$ cat src/hdl/fpa_pkg.sv
`default_nettype none
package fpa_pkg;

  localparam int unsigned FracBits = 8;
  localparam int unsigned WordW    = 32;
  localparam int unsigned FuncW    = 4;
  localparam int unsigned DivW     = WordW + FracBits;
  // One cell per quotient bit; the dividend carries FracBits extra low bits
  localparam int unsigned NumCells = DivW;

  typedef enum logic [FuncW-1:0] {
    OpAdd = 4'd0, OpSub = 4'd1, OpMul = 4'd2, OpDiv = 4'd3,
    OpLt = 4'd4, OpGt = 4'd5, OpLe = 4'd6, OpGe = 4'd7,
    OpEq = 4'd8, OpNe = 4'd9, OpMin = 4'd10, OpMax = 4'd11,
    OpInc = 4'd12, OpDec = 4'd13, OpToInt = 4'd14, OpFromInt = 4'd15
  } op_e;

  typedef struct packed {
    logic               valid;
    logic               div;      // division in progress
    logic               neg;      // quotient sign
    logic               dz;
    logic [DivW-1:0]    dvd;      // magnitude of dividend, shifted out msb first
    logic [WordW-1:0]   dvs;      // magnitude of divisor
    logic [WordW:0]     rem;
    logic [DivW-1:0]    quo;
    logic [WordW-1:0]   word;     // result for everything but division
    logic               cmp;
  } stage_t;

endpackage
`default_nettype wire

$ cat src/hdl/fpa_front.sv
`default_nettype none
// Operand decode: everything except division finishes here; division is set up
module fpa_front (
  input  wire logic                          clk_i,
  input  wire logic                          rst_ni,
  input  wire logic                          en_i,
  input  wire logic                          valid_i,
  input  wire logic [fpa_pkg::FuncW-1:0]     func_i,
  input  wire logic [fpa_pkg::WordW-1:0]     a_i,
  input  wire logic [fpa_pkg::WordW-1:0]     b_i,
  output fpa_pkg::stage_t                    stage_o
);
  import fpa_pkg::*;

  logic signed [2*WordW-1:0] prod;
  logic signed [2*WordW-1:0] prod_q;
  logic                      mul_q;
  logic                      valid_q;
  stage_t                    s_d, s_q;
  logic                      lt, eq;
  logic [WordW-1:0]          mag_a, mag_b, ti;
  logic signed [WordW-1:0]   sa, sb;
  op_e                       op;

  assign sa = signed'(a_i);
  assign sb = signed'(b_i);
  assign op = op_e'(func_i);
  assign prod = sa * sb;
  assign lt = sa < sb;
  assign eq = a_i == b_i;
  assign mag_a = a_i[WordW-1] ? (~a_i + 1'b1) : a_i;
  assign mag_b = b_i[WordW-1] ? (~b_i + 1'b1) : b_i;
  // truncate toward zero: shift the magnitude, restore the sign
  assign ti = a_i[WordW-1] ? ~(mag_a >> FracBits) + 1'b1 : (a_i >>> FracBits);

  always_comb begin
    s_d       = '0;
    s_d.valid = valid_i;
    s_d.dvd   = {mag_a, {FracBits{1'b0}}};
    s_d.dvs   = mag_b;
    s_d.neg   = a_i[WordW-1] ^ b_i[WordW-1];
    unique case (op)
      OpAdd:     s_d.word = a_i + b_i;
      OpSub:     s_d.word = a_i - b_i;
      OpMul:     s_d.word = '0;
      OpDiv: begin
        s_d.div = (b_i != '0);
        s_d.dz  = (b_i == '0);
      end
      OpLt:      s_d.cmp = lt;
      OpGt:      s_d.cmp = !lt && !eq;
      OpLe:      s_d.cmp = lt || eq;
      OpGe:      s_d.cmp = !lt;
      OpEq:      s_d.cmp = eq;
      OpNe:      s_d.cmp = !eq;
      OpMin:     s_d.word = lt ? a_i : b_i;
      OpMax:     s_d.word = (!lt && !eq) ? a_i : b_i;
      OpInc:     s_d.word = a_i + 1'b1;
      OpDec:     s_d.word = a_i - 1'b1;
      OpToInt:   s_d.word = ti;
      OpFromInt: s_d.word = a_i << FracBits;
      default:   s_d.word = '0;
    endcase
  end

  always_ff @(posedge clk_i or negedge rst_ni) begin
    if (!rst_ni) begin
      valid_q <= 1'b0;
      mul_q   <= 1'b0;
    end else if (en_i) begin
      valid_q <= s_d.valid;
      mul_q   <= valid_i && (op == OpMul);
    end
  end

  always_ff @(posedge clk_i) begin
    if (en_i) begin
      s_q    <= s_d;
      prod_q <= prod;
    end
  end

  always_comb begin
    stage_o       = s_q;
    stage_o.valid = valid_q;
    if (mul_q) stage_o.word = WordW'(prod_q >>> FracBits);
  end
endmodule
`default_nettype wire

$ cat config.mk
export PLATFORM = sky130hd
export DESIGN_NAME = fpa_front
export DESIGN_NICKNAME = d
export VERILOG_FILES = /design/src/hdl/fpa_pkg.sv /design/src/hdl/fpa_front.sv
export SDC_FILE = /design/constraint.sdc
export NUM_CORES = 2
export LEC_CHECK = 0
export BUFFER_PORTS_ARGS = -buffer_cell sky130_fd_sc_hd__buf_2
export CORE_ASPECT_RATIO = 0.8
export CORE_UTILIZATION = 60
export CTS_CLUSTER_SIZE = 8
export DETAILED_ROUTE_END_ITERATION = 10
export GPL_ROUTABILITY_DRIVEN = 0
export PLACE_DENSITY = 0.88
export SLEW_MARGIN = 20
export SYNTH_ARGS = -nofsm -noshare
export SYNTH_HDL_FRONTEND = slang
export SYNTH_SLANG_ARGS = --single-unit
$ cat constraint.sdc
create_clock -name clk_i -period 4.65 [get_ports clk_i]
set_clock_uncertainty 0.2 [all_clocks]
set_input_delay 0.6975 -clock clk_i [delete_from_list [all_inputs] [get_ports clk_i]]
set_output_delay 0.6975 -clock clk_i [all_outputs]
set_load 0.005 [all_outputs]
==> results.cfg, run 1 <==
[logic_synthesis]
syn_avg_cell_area_um2 = 8.94
yosysSeqAreaShare_pct = 11.1
synth_edf_count = 132
syn_inst = 4048
synth_seq_cells = 134
async_reset_ff_share_pct = 1.49
synth_area_um2 = 36200
synthDistinctLibCells = 85
synthFlopType = edfxtp_1
ys_warn_count = 0

[placed_design]
placed_area_um2 = 42000
hpwl_um = 113000
port-buffer-count = 172

[die]
die_h_um = 222
initial_core_util_pct = 60.7
num_rows = 80
io_pins = 254
die_width_um = 277

[global_routing]
grt_max_degree = 95
grt_pass1_vias = 42600
grt_pass1_wl_um = 267000
grt.total_usage_pct = 58.8
overflow = 1

[clock_network]
numClockSinks = 134
clockBufferDepth = 2
cts_made_buffers = 17
htreeDepth = 4
cts-root-buf = clkbuf_16

[outcome]
status = stopped before the end
haltStage = 5_1_grt
stop_error = [ERROR GRT-0116] Global routing finished with congestion. Check the congestion regions in the DRC Viewer.
==> through the flow <==
step                      setup slack, ns  setup TNS [ns]  utilization [%]  cells  hold WS, ns
after CTS                           -2.73          -77.63             73.4   5399        0.307
after detailed placement            -3.52         -110.58             70.4   5329        0.284
after global placement              -3.32         -102.43             70.4   5329        0.284
after floorplan                     -2.96          -71.12                -   4128        0.202
==> cell families after synthesis <==
kind of cell             Yosys count  share of synthesized area, %
AO/OA/AOI/OAI                    427                          8.04
XOR/XNOR                         240                          5.81
adder cells (fa/ha/maj)          884                          43.9
buffers and inverters           1122                          13.2
flip-flops                       134                          11.1
multiplexers                      49                          1.49
other                              1                        0.0104
AND/OR/NAND/NOR                 1191                          16.4
==> synth_stat cells, types with 25 or more instances <==
cell type  number  area [um2]
mux2_2         39         439
ha_1          240        3000
xnor2_1       193        1690
nand4_1        25         156
nand2_1       424        1590
clkbuf_1      207         777
xor2_1         47         412
edfxtp_1      132        3960
inv_1         731        2740
nor2_1        184         691
and2_1        342        2140
nand3_1        42         210
or3_1          32         200
nor3_1         36         180
o21ai_0        84         420
buf_4         150        1130
fa_1          644       12900
a21oi_1       103         515
==> repair_timing <==
action,4_1_cts
endpoints found under the setup margin,52
hold buffers,1
resized for setup,213
pin swaps,135
cloned,2
endpoints found under the hold margin,2
setup buffers,44
==> metal layers <==
| layer | GRT overflow | track usage (%) |
|---|---|---|
| met1 | 0 | 58.4 |
| met2 | 0 | 72.4 |
| met3 | 0 | 48.1 |
| met4 | 1 | 56.6 |
| met5 | 0 | 23.4 |
==> run 2, diff against run 1 <==
Settings changed: CORE_ASPECT_RATIO 0.8 to default, CORE_UTILIZATION 60 to 40, CTS_CLUSTER_SIZE 8 to default, PLACE_DENSITY 0.88 to default, PLACE_DENSITY_LB_ADDON from default to 0.15.
==> run 2 against run 1 <==
The flow now finishes, with violations (setup timing). Synthesized cell count unchanged. Synthesized area unchanged.
==> results.cfg, run 2 <==
[outcome]
status = complete, but fails checks
violations = setup timing

[timing]
rsz0062_at_grt = yes
min_period_over_period_pct = 154
drv_slew = 0
max_freq_mhz = 139
tightest_slew_ns = 0.992
setup_viol = 50
maxSlewHeadroom_pct = 33.9
setup_slack_ns = -2.53
finalHoldViolations = 0
min_period_ns = 7.18

[setup_path]
cp_common_cell = fa_1
start_kind = primary input
crit_required_ns = 4.71
reg2reg_from = mul_q
path_class = primary input to register
crit_arrival_ns = 7.24
slowest_delay_ns = 0.53
crit_fanout = 9
crit_slowest_cell = fa_1
critPathTopFamily = adder cells
crit_path_start = a_i[11]
cp_num_buf_inv = 10
critPathCaptureType = register

[clock_network]
numClockSinks = 134
clk_pin_slew_ns = 0.07
cts_tree = built
clkLatencyLatePin_ns = 0.50
clockBufferDepth = 2
cts_made_buffers = 17
cts-root-buf = clkbuf_16
htreeDepth = 4

[cells_and_area]
stdcell_count = 5834
multi_input_area_um2 = 29300
drive_gt1_share_pct = 26.5
seq_area_um2 = 4020
final_cell_mix = inv_1 (709), buf_4 (636), fa_1 (622)
syn2layout_area_growth_pct = 24.6
fin_util_pct = 50.6
final_common_cell = inv_1
fin_nets = 5600
largest_reg_flops = 68
nFillCells = 8533

[logic_synthesis]
synthDistinctLibCells = 85
ys_top_cells_by_count = inv_1 (731), fa_1 (644), nand2_1 (424)
syn_avg_cell_area_um2 = 8.94
synth_seq_cells = 134
synthFlopType = edfxtp_1
yosysSeqAreaShare_pct = 11.1
synth_edf_count = 132
synth_largest_area_cell = fa_1
ys_warn_count = 0
async_reset_ff_share_pct = 1.49
synth_most_common_cell = inv_1
syn_inst = 4048
synth_area_leaders = fa_1 (36%), edfxtp_1 (11%), ha_1 (8.3%)
synth_area_um2 = 36200
yosysTopAreaCellShare_pct = 35.6

[die]
die_h_um = 303
core_area_um2 = 89100
die_width_um = 303
io_pins = 254
num_rows = 109
dieArea_um2 = 91700
initial_core_util_pct = 40.6

[placed_design]
dp_cells = 5745
place_ws_ns = -3.43
hpwl_um = 114000
port-buffer-count = 172

[detailed_routing]
route.detailed.drc = 0
via_per_inst = 5.27
ant_nets = 0
post_drt_wl_per_cell_um = 23.4
drt-total-wl_um = 136000
drtIter0Drc = 2299
firstDrtPassIters = 8
routed-via-count = 30800

[global_routing]
grt_max_degree = 73
grt_pass1_vias = 31400
antenna_found_initial = 15
overflow = 0
grt_pass1_wl_um = 202000
grt.total_usage_pct = 30.3

[min_path]
min-delay-start = valid_i
hp-class = primary input to register

[flow_run]
drv_cap = 0
[run 2: cells by family after synthesis]
group | Yosys count | synth area share (%)
AND/OR/NAND/NOR | 1191 | 16.4
other | 1 | 0.0104
buffers and inverters | 1122 | 13.2
XOR/XNOR | 240 | 5.81
flip-flops | 134 | 11.1
adder cells (fa/ha/maj) | 884 | 43.9
multiplexers | 49 | 1.49
AO/OA/AOI/OAI | 427 | 8.04
[run 2: timing repair]
action	CTS	global route
hold buffers	1	0
endpoints found under the hold margin	2	0
buffers inserted	26	25
gates cloned	0	1
endpoints found under the setup margin	52	52
resized for setup	205	140
pin swaps	118	131
[run 2: worst reg2reg max path, delay by kind of cell, from the launching register on]
family	cells	cell delay [ns]
buffers and inverters	1	0.08
AOI/OAI and AO/OA	1	0.17
DFF	1	1.00
[run 2: layer usage]
layer / share of wire (%) / GRT usage, % / up-vias
met5: 0.026 / 0 / -
met4: 5.7 / 16.3 / 6
met3: 7.1 / 4.93 / 262
met2: 47 / 48.6 / 1259
met1: 40 / 39.2 / 15600
li1: - / - / 13600
[run 2: final timing paths]
kind                              end  slack (ns)  cells past startpoint
hold reg to reg               valid_q        0.31                      1
hold / removal                valid_q        0.24                      2
min in group asynchronous     valid_q        0.33                      2
setup / recovery           prod_q[35]       -2.53                     27
setup reg to reg                mul_q        3.12                      2
max in group asynchronous       mul_q        3.82                      2
[run 2: final cells by class]
| cell class | instances | area share, % |
|---|---|---|
| Clock buffer | 18 | 0.952 |
| Inverter | 742 | 6.26 |
| Clock inverter | 14 | 0.277 |
| Tap cell | 1165 | 3.23 |
| Timing Repair Buffer | 877 | 15.4 |
| Sequential cell | 134 | 8.90 |
| Antenna cell | 12 | 0.0666 |
| Multi-Input combinational cell | 2872 | 64.9 |
[run 2: per-stage QoR]
step                      setup TNS, ns  hold WS [ns]  cell area (um2)
final                            -72.24         0.241            45100
after global routing             -81.06         0.238            45100
after CTS                        -68.20         0.224            44300
after detailed placement        -108.50         0.286            42700
after global placement          -108.44         0.285            42700
after floorplan                  -71.12         0.202            37500
Power of run 2 is left out: the tool's default activity adds up to more than one toggle a clock period on the data nets, which glitch-free logic cannot reach.
