**config.mk**
```make
export PLATFORM = sky130hd
export DESIGN_NAME = fpa_cell
export DESIGN_NICKNAME = d
export VERILOG_FILES = /design/src/hdl/fpa_pkg.sv /design/src/hdl/fpa_cell.sv
export SDC_FILE = /design/constraint.sdc
export NUM_CORES = 1
export LEC_CHECK = 0
export BUFFER_PORTS_ARGS = -buffer_cell sky130_fd_sc_hd__buf_2
export CAP_MARGIN = 0
export CORE_AREA = 4 4 141 143
export DETAILED_ROUTE_END_ITERATION = 12
export DIE_AREA = 0 0 145 147
export PLACE_DENSITY = 0.81
export SYNTH_ARGS = -nofsm -noshare
export SYNTH_HDL_FRONTEND = slang
export SYNTH_SLANG_ARGS = --single-unit
```
**constraint.sdc**
```tcl
create_clock -name clk_i -period 1 [get_ports clk_i]
set_input_delay 0.2 -clock clk_i [delete_from_list [all_inputs] [get_ports clk_i]]
set_output_delay 0.2 -clock clk_i [all_outputs]
set_load 0.02 [all_outputs]
```
**src/hdl/fpa_pkg.sv**
```systemverilog
`default_nettype none
package fpa_pkg;

  localparam int unsigned FracBits = 8;
  localparam int unsigned WordW    = 32;
  localparam int unsigned FuncW    = 4;
  localparam int unsigned DivW     = WordW + FracBits;
  // One cell per quotient bit; the dividend carries FracBits extra low bits
  localparam int unsigned NumCells = DivW;

  typedef enum logic [FuncW-1:0] {
    OpAdd = 4'd0, OpSub = 4'd1, OpMul = 4'd2, OpDiv = 4'd3,
    OpLt = 4'd4, OpGt = 4'd5, OpLe = 4'd6, OpGe = 4'd7,
    OpEq = 4'd8, OpNe = 4'd9, OpMin = 4'd10, OpMax = 4'd11,
    OpInc = 4'd12, OpDec = 4'd13, OpToInt = 4'd14, OpFromInt = 4'd15
  } op_e;

  typedef struct packed {
    logic               valid;
    logic               div;      // division in progress
    logic               neg;      // quotient sign
    logic               dz;
    logic [DivW-1:0]    dvd;      // magnitude of dividend, shifted out msb first
    logic [WordW-1:0]   dvs;      // magnitude of divisor
    logic [WordW:0]     rem;
    logic [DivW-1:0]    quo;
    logic [WordW-1:0]   word;     // result for everything but division
    logic               cmp;
  } stage_t;

endpackage
`default_nettype wire

```
**src/hdl/fpa_cell.sv**
```systemverilog
`default_nettype none
// One restoring-division cell: ShiftPer quotient bits per cycle while en_i is high
module fpa_cell (
  input  wire logic            clk_i,
  input  wire logic            rst_ni,
  input  wire logic            en_i,
  input  fpa_pkg::stage_t      stage_i,
  output fpa_pkg::stage_t      stage_o
);
  import fpa_pkg::*;

  localparam int unsigned ShiftPer = (DivW + NumCells - 1) / NumCells;

  stage_t           s_d, s_q;
  logic             valid_q;
  logic [WordW+1:0] trial;

  always_comb begin
    s_d   = stage_i;
    trial = '0;
    for (int k = 0; k < ShiftPer; k++) begin
      trial     = {s_d.rem, s_d.dvd[DivW-1]};
      s_d.dvd   = s_d.dvd << 1;
      if (trial >= {2'b00, s_d.dvs}) begin
        s_d.rem = (WordW+1)'(trial - {2'b00, s_d.dvs});
        s_d.quo = {s_d.quo[DivW-2:0], 1'b1};
      end else begin
        s_d.rem = trial[WordW:0];
        s_d.quo = {s_d.quo[DivW-2:0], 1'b0};
      end
    end
  end

  always_ff @(posedge clk_i or negedge rst_ni) begin
    if (!rst_ni) valid_q <= 1'b0;
    else if (en_i) valid_q <= s_d.valid;
  end

  always_ff @(posedge clk_i) begin
    if (en_i) begin
      s_q <= s_d;
    end
  end

  always_comb begin
    stage_o       = s_q;
    stage_o.valid = valid_q;
  end
endmodule
`default_nettype wire

```
# --- Word-level counts from Yosys, hierarchy flattened ---
# Index checks and enable logic that the tools add are counted.
op_classes:
  n_addsub: 1
  n_mul: 0
  n_div: 0
  n_lt_le_gt_ge: 1
  eq_ne: 0
  n_shift: 0
  n_mux: 1
  bitwise_logic: 0
  n_reduce_logical: 0
op_table:
  columns: ["op", "count"]
  rows:
  - ["2-to-1 mux 73 bit", 1]
  - ["greater-or-equal comparator 34 x 32 -> 1 bit", 1]
  - ["subtractor 33 x 32 -> 33 bit", 1]
totals:
  reg_bits: 181
  latch_bits: 0
  ram_bits: 0
  mem_bits_ro: 0
  in_bits: 185
  out_inout_bits: 182
  n_memories: 0

# --- Depth between registers and ports, before layout ---
# Gate-level depths: netlist of the first run.
logic_depth:
  depth_word: 2
  ltp_mapped: 14
  depth_no_buf: 13

# --- Worst setup path after synthesis of the first run ---
# OpenSTA, ideal clock, no wires.
synth_timing:
  path_type: "input -> register"
  startpoint: "in stage_i[177] (netlist bit)"
  endpoint: "reg s_q (netlist bit stage_o[105]), data pin"
  setup_ps: 262
  t_arrival_ps: 2503
  t_required_ps: 738
  path_slack_ps: -1765
  path_stages: 12
  n_path_buf: 0
  path_cell_list: "inv_1 ha_1 inv_1 fa_1 a211oi_2 o211a_1 nor2_1 a21o_1 a311o_1 a311oi_2 o21ai_1 mux2_1"
synth_lines:
  columns: ["element", "line_no", "rtl"]
  rows:
  - ["from (decl)", "fpa_cell.sv:7", "input fpa_pkg::stage_t stage_i,"]
  - ["to (signal assigned)", "fpa_cell.sv:41", "s_q <= s_d;"]
  - ["to (decl)", "fpa_cell.sv:14", "stage_t s_d, s_q;"]

==> results.toml, run 1 <==
[placement]
dpl.cell_count = 1243
preCtsSetupSlack_ns = -1.96
dpl.hpwl_mm = 19.7
io_buffers = 364
dpl-instance-area_um2 = 10800
gp_congestion = 0.916

[worst_setup_path]
endpoint_kind = "flip-flop"
setup.worst_path.class = "in -> reg"
crit_fanout = 8
worstPathRequired_ns = 1.18
max_stage_delay_ns = 0.35
start_kind = "primary input"
worst_path_max_delay_cell = "fa_2"
crit_top_cell = "buf_12"
critPathArrivalTime_ns = 2.54
cp_cell_sequence = "buf_12 -> inv_12 -> ha_4 -> inv_2 -> fa_2 -> a211oi_2 -> o211a_1 -> buf_4 -> o211ai_1 -> and2_4 -> a31oi_4 -> a31oi_4 -> buf_12 -> buf_12 -> nor2_2 -> a21oi_1"

[synthesis]
synth_edf_count = 180
avgSynthCellArea_um2 = 14.4
netlist_instances = 531
yosysSeqAreaShare_pct = 71.0
synth_flop_cell = "edfxtp_1"
ys.warnings.count = 0
postSynth.asyncResetShare_pct = 0.552
synth_cell_types = 56
netlist_area_um2 = 7650
ys_ff_latch = 181
synth_nets = 749

[sta]
min_period_over_period_pct = 236
hold_ws_ns = 0.0565
fin_skew_ns = 0
maxSlewViolCount = 0
max_freq_mhz = 424
rsz0062_at_grt = "true"
setup_viol = 216
hold_viol_final = 0
timing.final.ws_setup_ns = -1.36
fin_crit_ns = 2.36

[route]
viasPerCell = 5.18
wl_per_cell_um = 23.8
via_count = 7473
drcViolationCount = 0
ant_nets = 0
drt_iter0_drc = 483
wl_mm = 34.3
dr.pass1.iters = 5

[die]
chipWidth_um = 145
start_util_pct = 41.2
ios = 367
die-height_um = 147
die_area_um2 = 21300
core_region_area_um2 = 18600
row_count = 50

[run_status]
violations = "negative setup slack"
status = "finished, violations left"

[clock_tree]
h-tree-depth = 4
clk_latency_ns = 0.44
clock_path_buffers = 2
cts_tree = "built"
cts_made_buffers = 17
cts_sinks = 181
root_buffer = "clkbuf_16"
path_clk_slew_ns = 0.08

[grt]
grt_use_total_pct = 29.3
antenna_found_initial = 5
grt_pass1_vias = 7845
grt_max_degree = 25
use_met2_pct = 49.9
grt_overflow = 0
met1_usage_pct = 33.3
busiest_layer = "met2"
grtUsageMet3_pct = 8.91
grt_pass1_wl_mm = 47.5

[power_and_ir_drop]
sequentialPowerShare_pct = 42.4
p_comb_share_pct = 27.8
sw_frac_of_total_pct = 30.6
switchingPower_mw = 6.95
p_int_mw = 15.8
clkPwrFrac_pct = 29.8
power_density_nw_per_um2 = 1590
power_leakage_nw = 6.31
irDropWorstVdd_mv = 1.26

[layout]
final_area_um2 = 14300
layout_commonest_cell = "buf_2"
finalNetCount = 1407
fin_cells = 1442
drive_above_1_share_pct = 48.5
synthToLayoutAreaGrowth_pct = 86.4
layout_common_cells = "buf_2, edfxtp_1, buf_6"
utilization_pct = 76.7

[flow_run]
maxCapViolCount = 0

[min_path]
hp-class = "in -> reg"
==> stage by stage <==
stage | total power [mW] | TNS [ns]
floorplan | 11.9 | -44.56
global placement | 14.0 | -56.52
detailed placement | 14.2 | -58.38
CTS | 21.9 | -75.05
global route | 23.6 | -86.93
finish | 22.7 | -77.42
==> path summary, 6_finish.rpt <==
kind	startpoint	slack [ns]	depth (start not counted)	endpoint
min in group asynchronous	rst_ni	0.08	2	valid_q
worst max-delay path	stage_i[177]	-1.36	16	stage_o[99]
max in group asynchronous	rst_ni	0.84	2	valid_q
worst min register to register	valid_q	0.79	3	valid_q
worst min-delay path	stage_i[85]	0.06	3	stage_o[86]
worst max register to register	valid_q	-0.05	3	valid_q
==> synth_stat cells, types with 2 or more instances <==
cell,number,share of area (%)
nor3_1,5,0.33
nor2_1,37,1.8
a21o_1,9,0.88
xor2_1,9,1.0
buf_4,2,0.20
o21a_1,2,0.20
and2_1,5,0.41
a31oi_1,4,0.33
nand4_1,5,0.41
inv_1,42,2.1
o211ai_1,4,0.39
edfxtp_1,180,71
o21bai_1,5,0.49
ha_1,32,5.2
nand2_1,36,1.8
o2111ai_1,2,0.23
clkbuf_1,6,0.29
a21oi_2,2,0.23
nand3_1,8,0.52
buf_2,5,0.33
o21ai_1,7,0.46
a211oi_1,2,0.20
nand2b_1,5,0.41
o211a_1,3,0.39
o211ai_2,2,0.33
xnor2_1,18,2.1
mux2_2,2,0.29
nor2b_1,3,0.25
a31oi_4,2,0.56
a211o_1,2,0.23
or3_1,2,0.16
o21ai_0,11,0.72
a21oi_1,49,3.2
==> registers in the layout, indices dropped and copies added, names as in the netlist <==
signal	cells
stage_o	180
valid_q	1
==> power by group through the flow <==
stage / logic (mW) / clock network (mW) / registers, mW
2_1_floorplan: 1.38 / 0 / 10.5
3_3_place_gp: 4.52 / 0 / 9.53
3_5_place_dp: 4.60 / 0 / 9.55
4_1_cts: 5.67 / 6.74 / 9.50
5_1_grt: 6.64 / 7.25 / 9.68
6_report: 6.33 / 6.78 / 9.64
==> critical path: cells and delay by family <==
family / cells / cell delay (ns)
and+or+nand+nor: 2 / 0.27
adders and majority gates: 2 / 0.47
buffers and inverters: 6 / 0.63
AOI/OAI and AO/OA: 6 / 0.96
==> final cells by class <==
cell class / count / area, µm²
timing repair buffer: 652 / 5570
sequential: 181 / 5430
fill: 1061 / 4320
multi-input combinational: 294 / 2180
clock buffer: 18 / 429
tap: 234 / 293
inverter: 43 / 176
clock inverter: 14 / 160
antenna: 6 / 15.0
==> routing by layer <==
| layer | vias to the layer above | routed length, µm |
|---|---|---|
| met3 | 90 | 2740 |
| li1 | 3290 | - |
| met1 | 3650 | 12400 |
| met4 | 2 | 1620 |
| met5 | - | 13 |
| met2 | 441 | 17500 |
==> cell families after synthesis <==
family / share of synthesized area, %
xor gates and xnor gates: 3.09
muxes: 0.442
other: 0.0490
and+or+nand+nor: 6.74
DFF: 71.0
adders and majority gates: 5.49
AOI/OAI and AO/OA: 10.3
buffers and inverters: 2.93
==> timing repair <==
item | in CTS | in global routing
buffers inserted | 6 | 3
hold buffers | 148 | 0
pin swaps | 10 | 2
setup endpoints to repair | 215 | 215
endpoints found under the hold margin | 148 | 0
resized for setup | 225 | 144
cloned | 1 | 3
(Power assumes the default switching activity.)
==> run 2, diff against run 1 <==
--- a/config.mk
+++ b/config.mk
@@ -7,10 +7,10 @@
 export LEC_CHECK = 0
 export BUFFER_PORTS_ARGS = -buffer_cell sky130_fd_sc_hd__buf_2
 export CAP_MARGIN = 0
-export CORE_AREA = 4 4 141 143
+export CORE_AREA = 4 4 140 142
 export DETAILED_ROUTE_END_ITERATION = 12
-export DIE_AREA = 0 0 145 147
-export PLACE_DENSITY = 0.81
+export DIE_AREA = 0 0 144 146
+export PLACE_DENSITY = 0.82
 export SYNTH_ARGS = -nofsm -noshare
 export SYNTH_HDL_FRONTEND = slang
 export SYNTH_SLANG_ARGS = --single-unit
==> run 2 against run 1 <==
The flow still finishes with violations (negative setup slack). Clock-buffer cell count shrank 1. Hold slack lost 0.0049 ns. Critical path depth shrank 3. Wire length grew 0.18%. Power grew 3.2%. Cell count is essentially flat. Cell area grew 1.7%. Die area shrank 1.4%.
==> results.toml, run 2 (synthesis results as in run 1) <==
[grt]
busiest_layer = "met2"
grt_overflow = 0
met1_usage_pct = 34.7
grtUsageMet3_pct = 7.82
grt_use_total_pct = 30.4
use_met2_pct = 50.8
antenna_found_initial = 5
grt_max_degree = 27
grt_pass1_wl_mm = 47.4
grt_pass1_vias = 7827

[worst_setup_path]
worstPathRequired_ns = 1.19
start_kind = "primary input"
max_stage_delay_ns = 0.35
critPathArrivalTime_ns = 2.56
endpoint_kind = "flip-flop"
cpLargestDelayFamily = "compound AO/OA/AOI/OAI gates"
worst_path_max_delay_cell = "a311o_1"
cp_cell_sequence = "buf_12 -> inv_12 -> ha_4 -> inv_2 -> fa_2 -> a211oi_2 -> o211a_1 -> nor2_2 -> a21o_1 -> a311o_1 -> a311oi_2 -> o21ai_1 -> mux2_1"
crit_fanout = 3
setup.worst_path.class = "in -> reg"
crit_buf_inv = 3

[route]
dr.pass1.iters = 5
wl_per_cell_um = 23.8
ant_nets = 0
via_count = 7583
drcViolationCount = 0
viasPerCell = 5.26
wl_mm = 34.3
drt_iter0_drc = 568

[die]
die-height_um = 146
core_region_area_um2 = 18500
chipWidth_um = 144
ios = 367
die_area_um2 = 21000
start_util_pct = 41.5
row_count = 50

[layout]
synthToLayoutAreaGrowth_pct = 89.6
largest_reg_flops = 180
layout_commonest_cell = "buf_2"
drive_above_1_share_pct = 51.2
layout_common_cells = "buf_2, edfxtp_1, buf_6"
finalNetCount = 1409
fillers = 991

[run_status]
violations = "negative setup slack"
status = "finished, violations left"

[placement]
io_buffers = 364
dpl.hpwl_mm = 20.1
gp_congestion = 0.931

[sta]
min_period_over_period_pct = 237
fin_crit_ns = 2.37
setup_viol = 215
fin_skew_ns = 0
rsz0062_at_grt = "true"
timing.final.ws_setup_ns = -1.37
max_freq_mhz = 422
maxSlewViolCount = 0
hold_viol_final = 0
hold_ws_ns = 0.0516

[power_and_ir_drop]
irDropWorstVdd_mv = 1.24
power_leakage_nw = 6.37
fin_total_pwr_mw = 23.5
power_density_nw_per_um2 = 1620

[clock_tree]
clk_latency_ns = 0.43
root_buffer = "clkbuf_16"
cts_made_buffers = 17
cts_sinks = 181
path_clk_slew_ns = 0.08
cts_tree = "built"
clock_path_buffers = 2
h-tree-depth = 4

[flow_run]
maxCapViolCount = 0

[min_path]
hp-class = "in -> reg"
[run 2: worst paths after layout]
check	slack [ns]	startpoint	endpoint	cells after the start
max	-1.37	stage_i[177]	stage_o[105]	13
max reg2reg	0.18	valid_q	valid_q	1
min	0.05	stage_i[86]	stage_o[87]	3
max in group asynchronous	0.83	rst_ni	valid_q	2
min reg2reg	0.62	valid_q	valid_q	1
min in group asynchronous	0.08	rst_ni	valid_q	2
[run 2: metrics by stage]
| step | cells | worst slack [ns] | utilization [%] | cell area, µm² | TNS (ns) |
|---|---|---|---|---|---|
| final | 1443 | -1.37 | 78.6 | 14500 | -77.14 |
| after global routing | 1440 | -1.45 | 78.6 | 14500 | -86.82 |
| after CTS | 1432 | -1.33 | 76.1 | 14000 | -75.89 |
| after detailed placement | 1240 | -1.98 | 58.5 | 10800 | -60.23 |
| after global placement | 1240 | -1.92 | 58.5 | 10800 | -57.35 |
| after floorplan | 531 | -1.59 | - | 7780 | -44.56 |
[run 2: final cells by class]
| type | count | area (µm²) | share of cell area [%] |
|---|---|---|---|
| Clock inverter | 15 | 208 | 1.43 |
| Antenna cell | 5 | 12.5 | 0.0863 |
| Multi-Input combinational cell | 294 | 2340 | 16.2 |
| Timing Repair Buffer | 654 | 5620 | 38.7 |
| Sequential cell | 181 | 5430 | 37.4 |
| Clock buffer | 17 | 425 | 2.93 |
| Inverter | 43 | 176 | 1.22 |
| Tap cell | 234 | 293 | 2.02 |
[run 2: what timing repair did]
action / CTS / global route
pin swaps: 15 / 10
endpoints found under the hold margin: 147 / 0
hold buffers: 147 / 0
cloned: 4 / 0
buffers inserted: 9 / 7
setup endpoints to repair: 215 / 215
resized for setup: 306 / 128
[run 2: worst min-delay path, stage by stage]
cell and delay (ns):
buf_2 0.09, nand2_1 0.05, o21ai_2 0.05
[run 2: power breakdown]
| part | switching [mW] | internal (mW) | total (mW) |
|---|---|---|---|
| combinational | 3.25 | 3.33 | 6.58 |
| clock | 3.73 | 3.52 | 7.25 |
| sequential | 0.419 | 9.23 | 9.65 |
[run 2: layer usage]
layer | vias to the layer above | wire length (µm)
met5 | - | 32
met1 | 3703 | 12100
li1 | 3309 | -
met4 | 6 | 2180
met3 | 117 | 2820
met2 | 448 | 17200
==> run 3, diff against run 2 <==
--- a/config.mk
+++ b/config.mk
@@ -7,10 +7,12 @@
 export LEC_CHECK = 0
 export BUFFER_PORTS_ARGS = -buffer_cell sky130_fd_sc_hd__buf_2
 export CAP_MARGIN = 0
-export CORE_AREA = 4 4 140 142
+export CELL_PAD_IN_SITES_DETAIL_PLACEMENT = 0
+export CELL_PAD_IN_SITES_GLOBAL_PLACEMENT = 1
+export CORE_AREA = 4 4 139 167
 export DETAILED_ROUTE_END_ITERATION = 12
-export DIE_AREA = 0 0 144 146
-export PLACE_DENSITY = 0.82
+export DIE_AREA = 0 0 143 171
+export PLACE_DENSITY = 0.88
 export SYNTH_ARGS = -nofsm -noshare
 export SYNTH_HDL_FRONTEND = slang
 export SYNTH_SLANG_ARGS = --single-unit
==> run 3 against run 2 <==
The flow still finishes with violations (negative setup slack). Clock-buffer cell count unchanged. Power down 1.6%. Via count down 3.3%. Sequential cell count unchanged. Cell count up 3.0%. Clock power down 7.3%.
==> results.toml, run 3 (synthesis results as in run 1) <==
[run_status]
status = "finished, violations left"
violations = "negative setup slack"

[power_and_ir_drop]
irDropWorstVdd_mv = 1.25
clkPwrFrac_pct = 29.1
switchingPower_mw = 7.08
p_int_mw = 16.0
power_density_nw_per_um2 = 1560
p_comb_share_pct = 29.3
sequentialPowerShare_pct = 41.6
power_leakage_nw = 6.40
fin_total_pwr_mw = 23.1
sw_frac_of_total_pct = 30.7

[die]
die_area_um2 = 24500
chipWidth_um = 143
core_region_area_um2 = 21600
start_util_pct = 35.4
row_count = 59
ios = 367
die-height_um = 171

[layout]
final_area_um2 = 14800
layout_commonest_cell = "buf_2"
synthToLayoutAreaGrowth_pct = 93.1
layout_common_cells = "buf_2, edfxtp_1, buf_6"
fin_cells = 1487
drive_above_1_share_pct = 53.3
regArea_um2 = 5430
largest_reg_flops = 180
finalNetCount = 1412
utilization_pct = 68.3
fillers = 1437
multiInputGateArea_um2 = 2570

[clock_tree]
cts_made_buffers = 17
path_clk_slew_ns = 0.08
clk_latency_ns = 0.43
clock_path_buffers = 2
root_buffer = "clkbuf_16"
h-tree-depth = 4
cts_tree = "built"
cts_sinks = 181

[route]
via_count = 7334
viasPerCell = 4.93
wl_per_cell_um = 23.0
drcViolationCount = 0
ant_nets = 0
dr.pass1.iters = 5
wl_mm = 34.2
drt_iter0_drc = 380

[flow_run]
maxCapViolCount = 0

[grt]
grt_pass1_vias = 7615
grt_overflow = 0
grt_max_degree = 24
antenna_found_initial = 8
grt_pass1_wl_mm = 45.3
grt_use_total_pct = 25.2

[worst_setup_path]
start_kind = "primary input"
critPathArrivalTime_ns = 2.59
crit_path_start = "stage_i[177]"
reg2reg_from = "valid_q"
endpoint_kind = "flip-flop"
crit_fanout = 3
worstPathRequired_ns = 1.17
setup.worst_path.class = "in -> reg"

[placement]
dpl.cell_count = 1281
io_buffers = 364
dpl-instance-area_um2 = 10900
preCtsSetupSlack_ns = -1.94
dpl.hpwl_mm = 22.1
gp_congestion = 0.906

[sta]
worst_pin_slew_ns = 0.563
min_period_over_period_pct = 242
max_freq_mhz = 413
setup_tns_ns = -74.36
hold_viol_final = 0
maxSlewViolCount = 0
hold_ws_ns = 0.0261
rsz0062_at_grt = "true"
relSlewSlack_pct = 61.5
fin_crit_ns = 2.42
setup_viol = 215
timing.final.ws_setup_ns = -1.42
fin_skew_ns = 0

[min_path]
hp-class = "in -> reg"
holdCritStartpoint = "stage_i[131]"
==> run 3: cell type report <==
cell class	count	share of cell area, %
antenna	7	0.119
clock buffer	17	2.88
clock inverter	14	1.04
inverter	43	1.18
multi-input combinational	294	17.4
sequential	181	36.7
tap	274	2.32
timing repair buffer	657	38.3
==> run 3: path summary, 6_finish.rpt <==
kind,endpoint,slack (ns),cells past startpoint
min,stage_o[131],0.03,1
min in group asynchronous,valid_q,0.08,2
max reg2reg,valid_q,0.24,1
max in group asynchronous,valid_q,0.84,2
max,stage_o[105],-1.42,13
min reg2reg,valid_q,0.54,1
==> run 3: power by group through the flow <==
stage | combinational [mW] | sequential (mW) | clock (mW)
finish | 6.76 | 9.62 | 6.72
global placement | 4.63 | 9.53 | 0
floorplan | 1.38 | 10.5 | 0
CTS | 6.02 | 9.52 | 6.78
detailed placement | 4.71 | 9.55 | 0
global route | 7.10 | 9.67 | 7.17
==> run 3: critical path, stage by stage <==
cell,delay [ns]
buf_12,0.11
inv_12,0.04
ha_4,0.11
inv_2,0.03
fa_2,0.36
a211oi_4,0.23
o211a_1,0.21
nor2_2,0.06
a21o_1,0.15
a311o_1,0.37
a311oi_2,0.30
o21ai_1,0.11
mux2_1,0.31
==> run 3: timing repair <==
action                                 CTS  global route
endpoints found under the hold margin  147             0
setup buffers                            9            14
gates resized for setup                281           184
gates cloned                             2             2
setup endpoints to repair              215           215
hold buffers                           147             0
pin swaps                               18            45
==> run 3: per-layer routing <==
| metal | track usage [%] | vias up | wire, µm |
|---|---|---|---|
| li1 | - | 3325 | - |
| met1 | 26.4 | 3532 | 11300 |
| met2 | 44.9 | 375 | 17800 |
| met3 | 8.95 | 90 | 3490 |
| met4 | 11.7 | 12 | 1530 |
| met5 | 0 | - | 84 |
